==> src/sv/lcfd_pkg.sv <==
package lcfd_pkg;

	localparam int unsigned HDR_BYTES       = 8;
	localparam int unsigned HDR_CNT_W       = 4;
	localparam logic [31:0] CRC32C_POLY     = 32'h82F6_3B78;
	localparam logic [31:0] CRC_INIT        = 32'hFFFF_FFFF;
	localparam logic [31:0] MAX_PAYLOAD_RST = 32'd1048576;
	localparam int unsigned PADDR_W         = 3;

	typedef logic [1:0] status_t;
	localparam status_t STATUS_OK  = 2'd0;
	localparam status_t STATUS_LEN = 2'd1;
	localparam status_t STATUS_CRC = 2'd2;

	localparam logic [HDR_CNT_W-1:0] HDR_LAST = HDR_CNT_W'(HDR_BYTES - 1);
	localparam logic [HDR_CNT_W-1:0] HDR_DONE = HDR_CNT_W'(HDR_BYTES);

	// reflected CRC-32C, one byte: eight shift/xor steps flatten to an XOR tree
	function automatic logic [31:0] crc32c_byte(input logic [31:0] crc, input logic [7:0] b);
		logic [31:0] c;
		c = crc ^ {24'd0, b};
		for (int i = 0; i < 8; i++) begin
			c = c[0] ? ((c >> 1) ^ CRC32C_POLY) : (c >> 1);
		end
		return c;
	endfunction

endpackage

==> src/sv/length_crc_frame_deframer.sv <==
// Length-prefixed frame deframer with CRC-32C check. Each frame is an 8-byte
// header (little-endian payload length, then little-endian CRC-32C of the
// payload) followed by the payload. Header bytes give no beat on the output,
// except the eighth when the length is zero or above max_payload_bytes; that
// raises a sticky invalid-length status. Payload bytes are passed straight
// through, the last one flagged with frame_last and carrying status 2 if the
// CRC does not match (downstream must then drop the frame). After any error
// every input byte gives one beat with data_valid low and the sticky status,
// until reset. Rate: one byte per clock sustained while out_stall is low.
// A byte taken in sits in the input register; its beat is loaded into the
// result register once the output slot is free, and is held there until
// taken. The byte-wide CRC-32C update is a single XOR tree between the two
// registers. max_payload_bytes lives at APB address 0 and should only be
// written while the block is idle.
module length_crc_frame_deframer
	import lcfd_pkg::*;
(
	input  logic               clk,
	input  logic               arst_n,
	// APB config
	input  logic               psel,
	input  logic               penable,
	input  logic               pwrite,
	input  logic [PADDR_W-1:0] paddr,
	input  logic [31:0]        pwdata,
	output logic [31:0]        prdata,
	output logic               pready,
	// byte stream in
	input  logic               rx_valid,
	output logic               rx_stall,
	input  logic [7:0]         rx_byte,
	// result beats out
	output logic               out_valid,
	input  logic               out_stall,
	output logic [7:0]         payload_byte,
	output logic               data_valid,
	output logic               frame_last,
	output status_t            status
);

	// config register
	logic [31:0] max_payload_q;
	logic        reg_sel;

	assign pready  = 1'b1;
	assign reg_sel = (paddr[PADDR_W-1] == 1'b0);
	assign prdata  = reg_sel ? max_payload_q : 32'd0;

	always_ff @(posedge clk or negedge arst_n) begin
		if (!arst_n) begin
			max_payload_q <= MAX_PAYLOAD_RST;
		end else if (psel && penable && pwrite && reg_sel) begin
			max_payload_q <= pwdata;
		end
	end

	// input register stage
	logic       valid_s1;
	logic [7:0] byte_s1;
	logic       out_free;
	logic       fire_s1;

	// output slot is free when empty or draining this cycle
	assign out_free = !out_valid || !out_stall;
	assign fire_s1  = valid_s1 && out_free;
	// take a new byte whenever the input register empties or is empty
	assign rx_stall = valid_s1 && !fire_s1;

	always_ff @(posedge clk or negedge arst_n) begin
		if (!arst_n) begin
			valid_s1 <= 1'b0;
		end else if (!rx_stall) begin
			valid_s1 <= rx_valid;
		end
	end

	always_ff @(posedge clk) begin
		if (rx_valid && !rx_stall) begin
			byte_s1 <= rx_byte;
		end
	end

	// deframing state
	logic [HDR_CNT_W-1:0] hdr_cnt_q;
	logic [31:0]          frame_len_q;
	logic [31:0]          exp_crc_q;
	logic [31:0]          remain_q;
	logic [31:0]          crc_q;
	status_t              err_q;

	logic [HDR_CNT_W-1:0] hdr_cnt_d;
	logic [31:0]          frame_len_d;
	logic [31:0]          exp_crc_d;
	logic [31:0]          remain_d;
	logic [31:0]          crc_d;
	status_t              err_d;

	logic                 res_vld;
	logic [7:0]           res_byte;
	logic                 res_dv;
	logic                 res_last;
	status_t              res_status;

	logic [31:0]          len_full;
	logic [31:0]          crc_upd;
	logic [31:0]          remain_dec;

	// length is complete after the fourth header byte; only read at hdr end
	assign len_full   = frame_len_q;
	assign crc_upd    = crc32c_byte(crc_q, byte_s1);
	assign remain_dec = remain_q - 32'd1;

	always_comb begin
		hdr_cnt_d   = hdr_cnt_q;
		frame_len_d = frame_len_q;
		exp_crc_d   = exp_crc_q;
		remain_d    = remain_q;
		crc_d       = crc_q;
		err_d       = err_q;
		res_vld     = 1'b0;
		res_byte    = 8'd0;
		res_dv      = 1'b0;
		res_last    = 1'b0;
		res_status  = STATUS_OK;

		if (err_q != STATUS_OK) begin
			// sticky error: every byte dropped, one beat each
			res_vld    = 1'b1;
			res_status = err_q;
		end else if (hdr_cnt_q != HDR_DONE) begin
			// header byte: little-endian length then CRC
			if (hdr_cnt_q[2] == 1'b0) begin
				case (hdr_cnt_q[1:0])
					2'd0:    frame_len_d[7:0]   = byte_s1;
					2'd1:    frame_len_d[15:8]  = byte_s1;
					2'd2:    frame_len_d[23:16] = byte_s1;
					default: frame_len_d[31:24] = byte_s1;
				endcase
			end else begin
				case (hdr_cnt_q[1:0])
					2'd0:    exp_crc_d[7:0]   = byte_s1;
					2'd1:    exp_crc_d[15:8]  = byte_s1;
					2'd2:    exp_crc_d[23:16] = byte_s1;
					default: exp_crc_d[31:24] = byte_s1;
				endcase
			end
			hdr_cnt_d = hdr_cnt_q + HDR_CNT_W'(1);
			if (hdr_cnt_q == HDR_LAST) begin
				if (len_full == 32'd0 || len_full > max_payload_q) begin
					err_d      = STATUS_LEN;
					res_vld    = 1'b1;
					res_status = STATUS_LEN;
				end else begin
					remain_d = len_full;
					crc_d    = CRC_INIT;
				end
			end
		end else begin
			// payload byte, cut-through
			crc_d    = crc_upd;
			remain_d = remain_dec;
			res_vld  = 1'b1;
			res_byte = byte_s1;
			res_dv   = 1'b1;
			if (remain_dec == 32'd0) begin
				res_last = 1'b1;
				if (~crc_upd != exp_crc_q) begin
					err_d      = STATUS_CRC;
					res_status = STATUS_CRC;
				end
				hdr_cnt_d   = '0;
				frame_len_d = 32'd0;
				exp_crc_d   = 32'd0;
				crc_d       = CRC_INIT;
			end
		end
	end

	always_ff @(posedge clk or negedge arst_n) begin
		if (!arst_n) begin
			hdr_cnt_q   <= '0;
			frame_len_q <= 32'd0;
			exp_crc_q   <= 32'd0;
			remain_q    <= 32'd0;
			crc_q       <= CRC_INIT;
			err_q       <= STATUS_OK;
		end else if (fire_s1) begin
			hdr_cnt_q   <= hdr_cnt_d;
			frame_len_q <= frame_len_d;
			exp_crc_q   <= exp_crc_d;
			remain_q    <= remain_d;
			crc_q       <= crc_d;
			err_q       <= err_d;
		end
	end

	// result register
	always_ff @(posedge clk or negedge arst_n) begin
		if (!arst_n) begin
			out_valid <= 1'b0;
		end else if (out_free) begin
			out_valid <= fire_s1 && res_vld;
		end
	end

	always_ff @(posedge clk) begin
		if (fire_s1 && res_vld) begin
			payload_byte <= res_byte;
			data_valid   <= res_dv;
			frame_last   <= res_last;
			status       <= res_status;
		end
	end

endmodule
==> config.mk <==
export PLATFORM = sky130hd
export DESIGN_NAME = length_crc_frame_deframer
export DESIGN_NICKNAME = d
export VERILOG_FILES = /design/src/sv/lcfd_pkg.sv /design/src/sv/length_crc_frame_deframer.sv
export SDC_FILE = /design/constraint.sdc
export NUM_CORES = 1
export LEC_CHECK = 0
export BUFFER_PORTS_ARGS = -buffer_cell sky130_fd_sc_hd__buf_4
export CORE_UTILIZATION = 45
export CTS_CLUSTER_DIAMETER = 30
export CTS_CLUSTER_SIZE = 14
export DETAILED_ROUTE_END_ITERATION = 12
export PLACE_DENSITY = 0.62
export SLEW_MARGIN = 10
export SYNTH_ARGS = -nofsm -noshare
export SYNTH_HDL_FRONTEND = slang
export SYNTH_SLANG_ARGS = --single-unit
==> constraint.sdc <==
create_clock -name clk -period 3.7 [get_ports clk]
set_input_delay 0.185 -clock clk [delete_from_list [all_inputs] [get_ports clk]]
set_output_delay 0.185 -clock clk [all_outputs]
set_load 0.02 [all_outputs]
==> results of run 1 <==
[cell usage after synthesis, types with 8 or more instances]
master	instances
a21o_1	13
a21oi_1	25
a22o_1	65
a2bb2oi_1	29
and2_1	16
and3_1	15
buf_1	9
buf_2	10
clkbuf_1	44
dfrtp_1	135
dfstp_2	33
edfxtp_1	20
ha_1	40
inv_1	48
mux2_2	33
nand2_1	42
nand3_1	28
nand4_1	14
nor2_1	82
nor3_1	23
nor4_1	24
o21a_1	8
o21ai_0	36
o221a_2	16
o22a_1	8
or3_1	10
xnor2_1	72
xnor2_2	10
xor2_1	42
[timing repair]
action | 4_1_cts | 5_1_grt
hold buffers | 43 | 0
endpoints found under the hold margin | 119 | 0
endpoints found under the setup margin | 0 | 27
gates resized for setup | 0 | 2
[registers in the layout, indices dropped and copies added (netlist names), 2 cells and up]
signal / cells
byte_s1: 8
crc_q: 32
remain_q: 32
hdr_cnt_q: 4
exp_crc_q: 32
max_payload_q: 32
err_q: 2
frame_len_q: 32
status: 2
payload_byte: 8
[power by group through the flow]
stage	Clock, mW	Sequential [mW]	Combinational, mW
floorplan	0	3.61	6.40
global placement	0	3.90	8.79
detailed placement	0	3.91	8.91
CTS	1.89	3.89	9.00
global route	1.96	4.01	9.78
finish	1.85	3.91	8.99
[cell type report]
cell class,count,area share [%]
repair buffers,223,13.1
clock inverters,12,0.905
clock buffers,20,3.39
multi-input cells,764,43.3
flip-flops and latches,188,35.1
inverters,48,1.30
well taps,324,2.93
[final timing paths]
path | from | end | slack, ps | depth (start not counted)
max | remain_q[8] | frame_len_q[5] | 190 | 9
min | arst_n | remain_q[11] | 400 | 2
max reg2reg | remain_q[8] | frame_len_q[5] | 190 | 9
min reg2reg | crc_q[30] | crc_q[30] | 510 | 1
max in group asynchronous | arst_n | max_payload_q[20] | 2350 | 3
min in group clk | rx_byte[6] | byte_s1[6] | 460 | 2
[logic make-up after synthesis]
| logic type | synth area share [%] |
|---|---|
| simple gates | 13.4 |
| fa+ha+maj | 4.43 |
| flops | 42.9 |
| other cells | 0.0332 |
| compound gates | 17.6 |
| xor+xnor | 13.6 |
| buf+inv | 4.20 |
| mux | 3.92 |
[layer usage]
metal,vias to the layer above,part of all wire (%)
li1,4250,-
met1,4524,48
met2,329,44
met3,30,7.0
met4,0,1.1
met5,-,0
[critical path: stages (launching register included)]
cell and delay (ps):
dfrtp_1 420, or4_1 580, or3_1 500, nor4_2 430, xnor2_1 180, nand4_1 130
nand4b_1 310, and2_1 250, nand3b_1 320, a22o_1 280
[per-stage QoR]
stage	hold WS [ps]	setup slack [ps]	setup TNS [ps]	std cells	area (sq um)
floorplan	-111	414	0	1068	11300
global placement	341	240	0	1504	12800
detailed placement	339	230	0	1504	12800
CTS	450	191	0	1579	13800
global route	450	-1.34	-1.34	1579	13800
finish	395	190	0	1579	13800
==> impl_summary.log, run 1 <==
INFO  metric cts.htree.levels = 4
INFO  metric worstPathMaxFanout = 8
INFO  metric fin_nets = 1332
INFO  metric antennaDiodeCount = 0
INFO  metric clock-root-buffer = clkbuf_16
INFO  metric port_buffers = 93
INFO  metric first_iter_violations = 726
INFO  metric grt_pass1_wl = 51.1 mm
INFO  metric status = finished clean
INFO  metric synth_edf_count = 20
INFO  metric pwr-share-seq = 26.5%
INFO  metric syn_to_final_growth = 22.4%
INFO  metric cts.sink_count = 188
INFO  metric tritoncts = yes
INFO  metric share_of_final_layout_standard_cells_stronger_than_drive_strength_1 = 26.2%
INFO  metric synthesis.nets = 1158
INFO  metric portion_of_the_post_synthesis_area_used_by_sequential_elements = 42.9%
INFO  metric clk_skew = 16.8 ps
INFO  metric use_met3 = 4.13%
INFO  metric first_global_vias = 8793
INFO  metric grt_usage = 25.6%
INFO  metric rsz_0062_raised_after_global_routing = yes
INFO  metric synth_top_cell_by_area = dfrtp_1
INFO  metric finish.utilization = 56.5%
INFO  metric detailedPlacementHpwl = 23.6 mm
INFO  metric first_pass_iters = 5
INFO  metric place_congestion = 0.888
INFO  metric synthesis.area = 11300 sq um
INFO  metric yosys_warnings = 0
INFO  metric residual_drc = 0
INFO  metric core_region_area = 24500 sq um
INFO  metric path_clk_slew = 80 ps
INFO  metric die_width = 160 um
INFO  metric layout_commonest_cell = buf_4
INFO  metric antenna_violating_nets_post_route = 0
INFO  metric total_routed_wirelength = 32.2 mm
INFO  metric postSynth.asyncResetShare = 89.4%
INFO  metric timing.critical_path.to_type = flip-flop
INFO  metric grt_max_degree = 95
INFO  metric power_leakage = 6.13 nW
INFO  metric drv_cap = 0
INFO  metric grtUsageMet1 = 39.1%
INFO  metric number_of_different_library_cells_in_the_post_synthesis_netlist = 75
INFO  metric critPathLaunchType = flip-flop
INFO  metric power_report.internal_total = 8.33 mW
INFO  metric wl_per_instance = 20.4 um
INFO  metric grt_antenna_before_repair = 0
INFO  metric fillerInstances = 2118
INFO  metric floorplan.die_area = 25700 sq um
INFO  metric initial_core_util = 46.2%
INFO  metric psw = 6.42 mW
INFO  metric core.rowCount = 57
INFO  metric swShare = 43.5%
INFO  metric max-vdd-ir-drop = 0.675 mV
INFO  metric timing.max_slew.rel_slack = 24.2%
INFO  metric grt.busiest_layer = met1
INFO  metric avgSynthCellArea = 10.6 sq um
INFO  metric grtUsageMet2 = 38.0%
INFO  metric timing_worst_slew_pin_value = 1120 ps
INFO  metric hold_viol_final = 0
INFO  metric setup-violations-final = 0
INFO  metric post_synth_inst_count = 1068
INFO  metric p_comb_share = 60.9%
INFO  metric top_level_ports = 97
INFO  metric multi_input_area = 5990 sq um
INFO  metric num_vias = 9133
INFO  metric synthDominantCellAreaShare = 29.9%
INFO  metric global_route.overflow_total = 0
INFO  metric p_total = 14.8 mW
INFO  metric clock_tree.buffer_depth = 2
INFO  metric final-max-slew-violation-count = 0
INFO  metric final_period_demand_of_the_worst_path = 3510 ps
INFO  metric synth_top_flop_cell = dfrtp_1
INFO  metric average_via_count_per_standard_cell = 5.78
INFO  metric ys_ff_latch = 188
INFO  metric power_per_cell_area = 1070 nW/um^2
INFO  metric clock.fmax = 285 MHz
INFO  metric hp-class = primary input to async pin
INFO  metric clkLatencyLatePin = 440 ps
INFO  metric postCtsSetupRepairBufs = 0
INFO  metric min_period_over_period = 94.9%
INFO  metric category_of_the_most_critical_setup_path = flip-flop to flip-flop
INFO  metric cp.required = 4020 ps
INFO  metric cts_inserted_buffers = 17
INFO  metric layout_common_cells = buf_4 (177), dfrtp_1 (135), nor2_1 (80)
INFO  metric worst_ep_arrival_time = 3830 ps
INFO  metric synth.top_cells.by_area = dfrtp_1 (30%), dfstp_2 (7.7%), xnor2_1 (5.6%)
INFO  metric area_used_by_sequential_logic_in_the_layout = 4850 sq um
INFO  metric chipHeight = 160 um
INFO  metric p_clk_share = 12.6%
(Power assumes the default switching activity.)
==> inputs of run 2 (changes only) <==
--- a/config.mk
+++ b/config.mk
@@ -10,7 +10,7 @@
 export CTS_CLUSTER_DIAMETER = 30
 export CTS_CLUSTER_SIZE = 14
 export DETAILED_ROUTE_END_ITERATION = 12
-export PLACE_DENSITY = 0.62
+export PLACE_DENSITY = 0.6
 export SLEW_MARGIN = 10
 export SYNTH_ARGS = -nofsm -noshare
 export SYNTH_HDL_FRONTEND = slang
==> run 2 against run 1 <==
  * Sequential share of layout area is 0.13 points higher
  * Critical endpoint is now status[1]
  * Cell count is 0.13% lower
  * Core utilization is 0.21 points lower
  * Largest cell class unchanged
  * Combinational power is 0.7% higher
  * Wire length is 1.5% higher
==> impl_summary.log, run 2 (synthesized netlist as in run 1, its figures left out) <==
INFO  metric r2r-start = byte_s1[0]
INFO  metric cts_inserted_buffers = 17
INFO  metric area_used_by_sequential_logic_in_the_layout = 4850 sq um
INFO  metric cts.htree.levels = 4
INFO  metric clock_tree.buffer_depth = 2
INFO  metric post-place-cells = 1501
INFO  metric cts.sink_count = 188
INFO  metric rsz_0062_raised_after_global_routing = no
INFO  metric final.setup.tns = 0 ps
INFO  metric core.rowCount = 57
INFO  metric wl_per_instance = 20.7 um
INFO  metric timing_worst_slew_pin_value = 1130 ps
INFO  metric clock.fmax = 285 MHz
INFO  metric detailedPlacementHpwl = 23.0 mm
INFO  metric power_leakage = 6.12 nW
INFO  metric hold_viol_final = 0
INFO  metric residual_drc = 0
INFO  metric clkLatencyLatePin = 440 ps
INFO  metric share_of_final_layout_standard_cells_stronger_than_drive_strength_1 = 25.8%
INFO  metric worst_ep_arrival_time = 3690 ps
INFO  metric first_pass_iters = 5
INFO  metric critPathLaunchType = flip-flop
INFO  metric grt_antenna_before_repair = 0
INFO  metric min_period_over_period = 94.7%
INFO  metric top_level_ports = 97
INFO  metric total_routed_wirelength = 32.7 mm
INFO  metric fin_nets = 1330
INFO  metric multi_input_area = 5990 sq um
INFO  metric hp-class = primary input to async pin
INFO  metric status = finished clean
INFO  metric antennaDiodeCount = 0
INFO  metric grt_usage = 26.2%
INFO  metric drv_cap = 0
INFO  metric timing.critical_path.to_type = flip-flop
INFO  metric port_buffers = 93
INFO  metric antenna_violating_nets_post_route = 0
INFO  metric clk_skew = 18.5 ps
INFO  metric average_via_count_per_standard_cell = 5.79
INFO  metric num_vias = 9127
INFO  metric final-max-slew-violation-count = 0
INFO  metric power_per_cell_area = 1070 nW/um^2
INFO  metric setup.reg_to_reg.worst_slack = 200 ps
INFO  metric floorplan.die_area = 25700 sq um
INFO  metric layout_commonest_cell = buf_4
INFO  metric die_width = 160 um
INFO  metric initial_core_util = 46.2%
INFO  metric timing.max_slew.rel_slack = 23.9%
INFO  metric first_iter_violations = 787
INFO  metric worstPathMaxFanout = 7
INFO  metric layout_common_cells = buf_4 (175), dfrtp_1 (135), nor2_1 (80)
INFO  metric critical_path.reg2reg.endpoint = status[1]
INFO  metric grt_pass1_wl = 51.8 mm
INFO  metric cp.required = 3890 ps
INFO  metric core_region_area = 24500 sq um
INFO  metric first_global_vias = 8901
INFO  metric syn_to_final_growth = 22.0%
INFO  metric category_of_the_most_critical_setup_path = flip-flop to flip-flop
INFO  metric global_route.overflow_total = 0
INFO  metric r2r.worst_path.cells = 8
INFO  metric tritoncts = yes
INFO  metric setup-violations-final = 0
INFO  metric place_congestion = 0.911
INFO  metric fillerInstances = 2136
INFO  metric clock-root-buffer = clkbuf_16
INFO  metric post_layout_cell_count = 1577
INFO  metric max-vdd-ir-drop = 0.536 mV
INFO  metric final_period_demand_of_the_worst_path = 3500 ps
INFO  metric grt_max_degree = 73
INFO  metric chipHeight = 160 um
INFO  metric path_clk_slew = 70 ps
## run 2: layer usage
| metal | share of wire (%) | global-route usage [%] | routed length [um] | vias up |
|---|---|---|---|---|
| li1 | - | - | - | 4257 |
| met1 | 50 | 40.6 | 16300 | 4554 |
| met2 | 43 | 37.8 | 14000 | 291 |
| met3 | 6.1 | 4.67 | 2000 | 25 |
| met4 | 1.2 | 5.76 | 381 | 0 |
| met5 | 0 | 0 | 0 | - |
## run 2: what timing repair did
action                                 CTS  global route
setup buffers                            0             1
hold buffers                            43             0
resized for setup                        0             2
setup endpoints to repair                0            20
endpoints found under the hold margin   90             0
## run 2: worst max-delay path by stage
stage           startpoint             end  cells past startpoint
2_1_floorplan   byte_s1[0]       status[1]                     10
3_3_place_gp   remain_q[8]  frame_len_q[4]                     11
3_5_place_dp   remain_q[8]  frame_len_q[4]                     11
4_1_cts        remain_q[8]  frame_len_q[7]                     11
5_1_grt        remain_q[0]    exp_crc_q[3]                     10
6_report        byte_s1[0]       status[1]                      8
## run 2: per-stage QoR
stage	cell area [sq um]	power, mW	worst slack (ps)	util [%]	hold WS [ps]
after floorplan	11300	10.0	414	-	-111
after global placement	12800	12.7	242	52.2	253
after detailed placement	12800	12.8	188	52.2	251
after CTS	13800	14.7	171	56.2	362
after global routing	13800	15.7	63.6	56.3	386
final	13800	14.8	197	56.3	310
## run 2: cell type report
type                            count  area share [%]
Inverter                           48            1.31
Sequential cell                   188            35.2
Clock inverter                     11           0.818
Clock buffer                       21            3.20
Multi-Input combinational cell    764            43.5
Timing Repair Buffer              221            13.0
Tap cell                          324            2.94
## run 2: critical path: stages, from the launching register on
cell,delay (ps)
edfxtp_1,540
xnor2_4,420
xnor3_1,550
xnor2_1,270
xor2_1,170
nand4_1,110
or4_1,550
or4_1,500
o21a_1,140
## run 2: power breakdown
| group | leakage [nW] | internal, mW | switching, mW | total, mW |
|---|---|---|---|---|
| Combinational | 3.66 | 4.33 | 4.72 | 9.05 |
| Sequential | 2.20 | 3.01 | 0.895 | 3.90 |
| Clock | 0.269 | 0.945 | 0.866 | 1.81 |
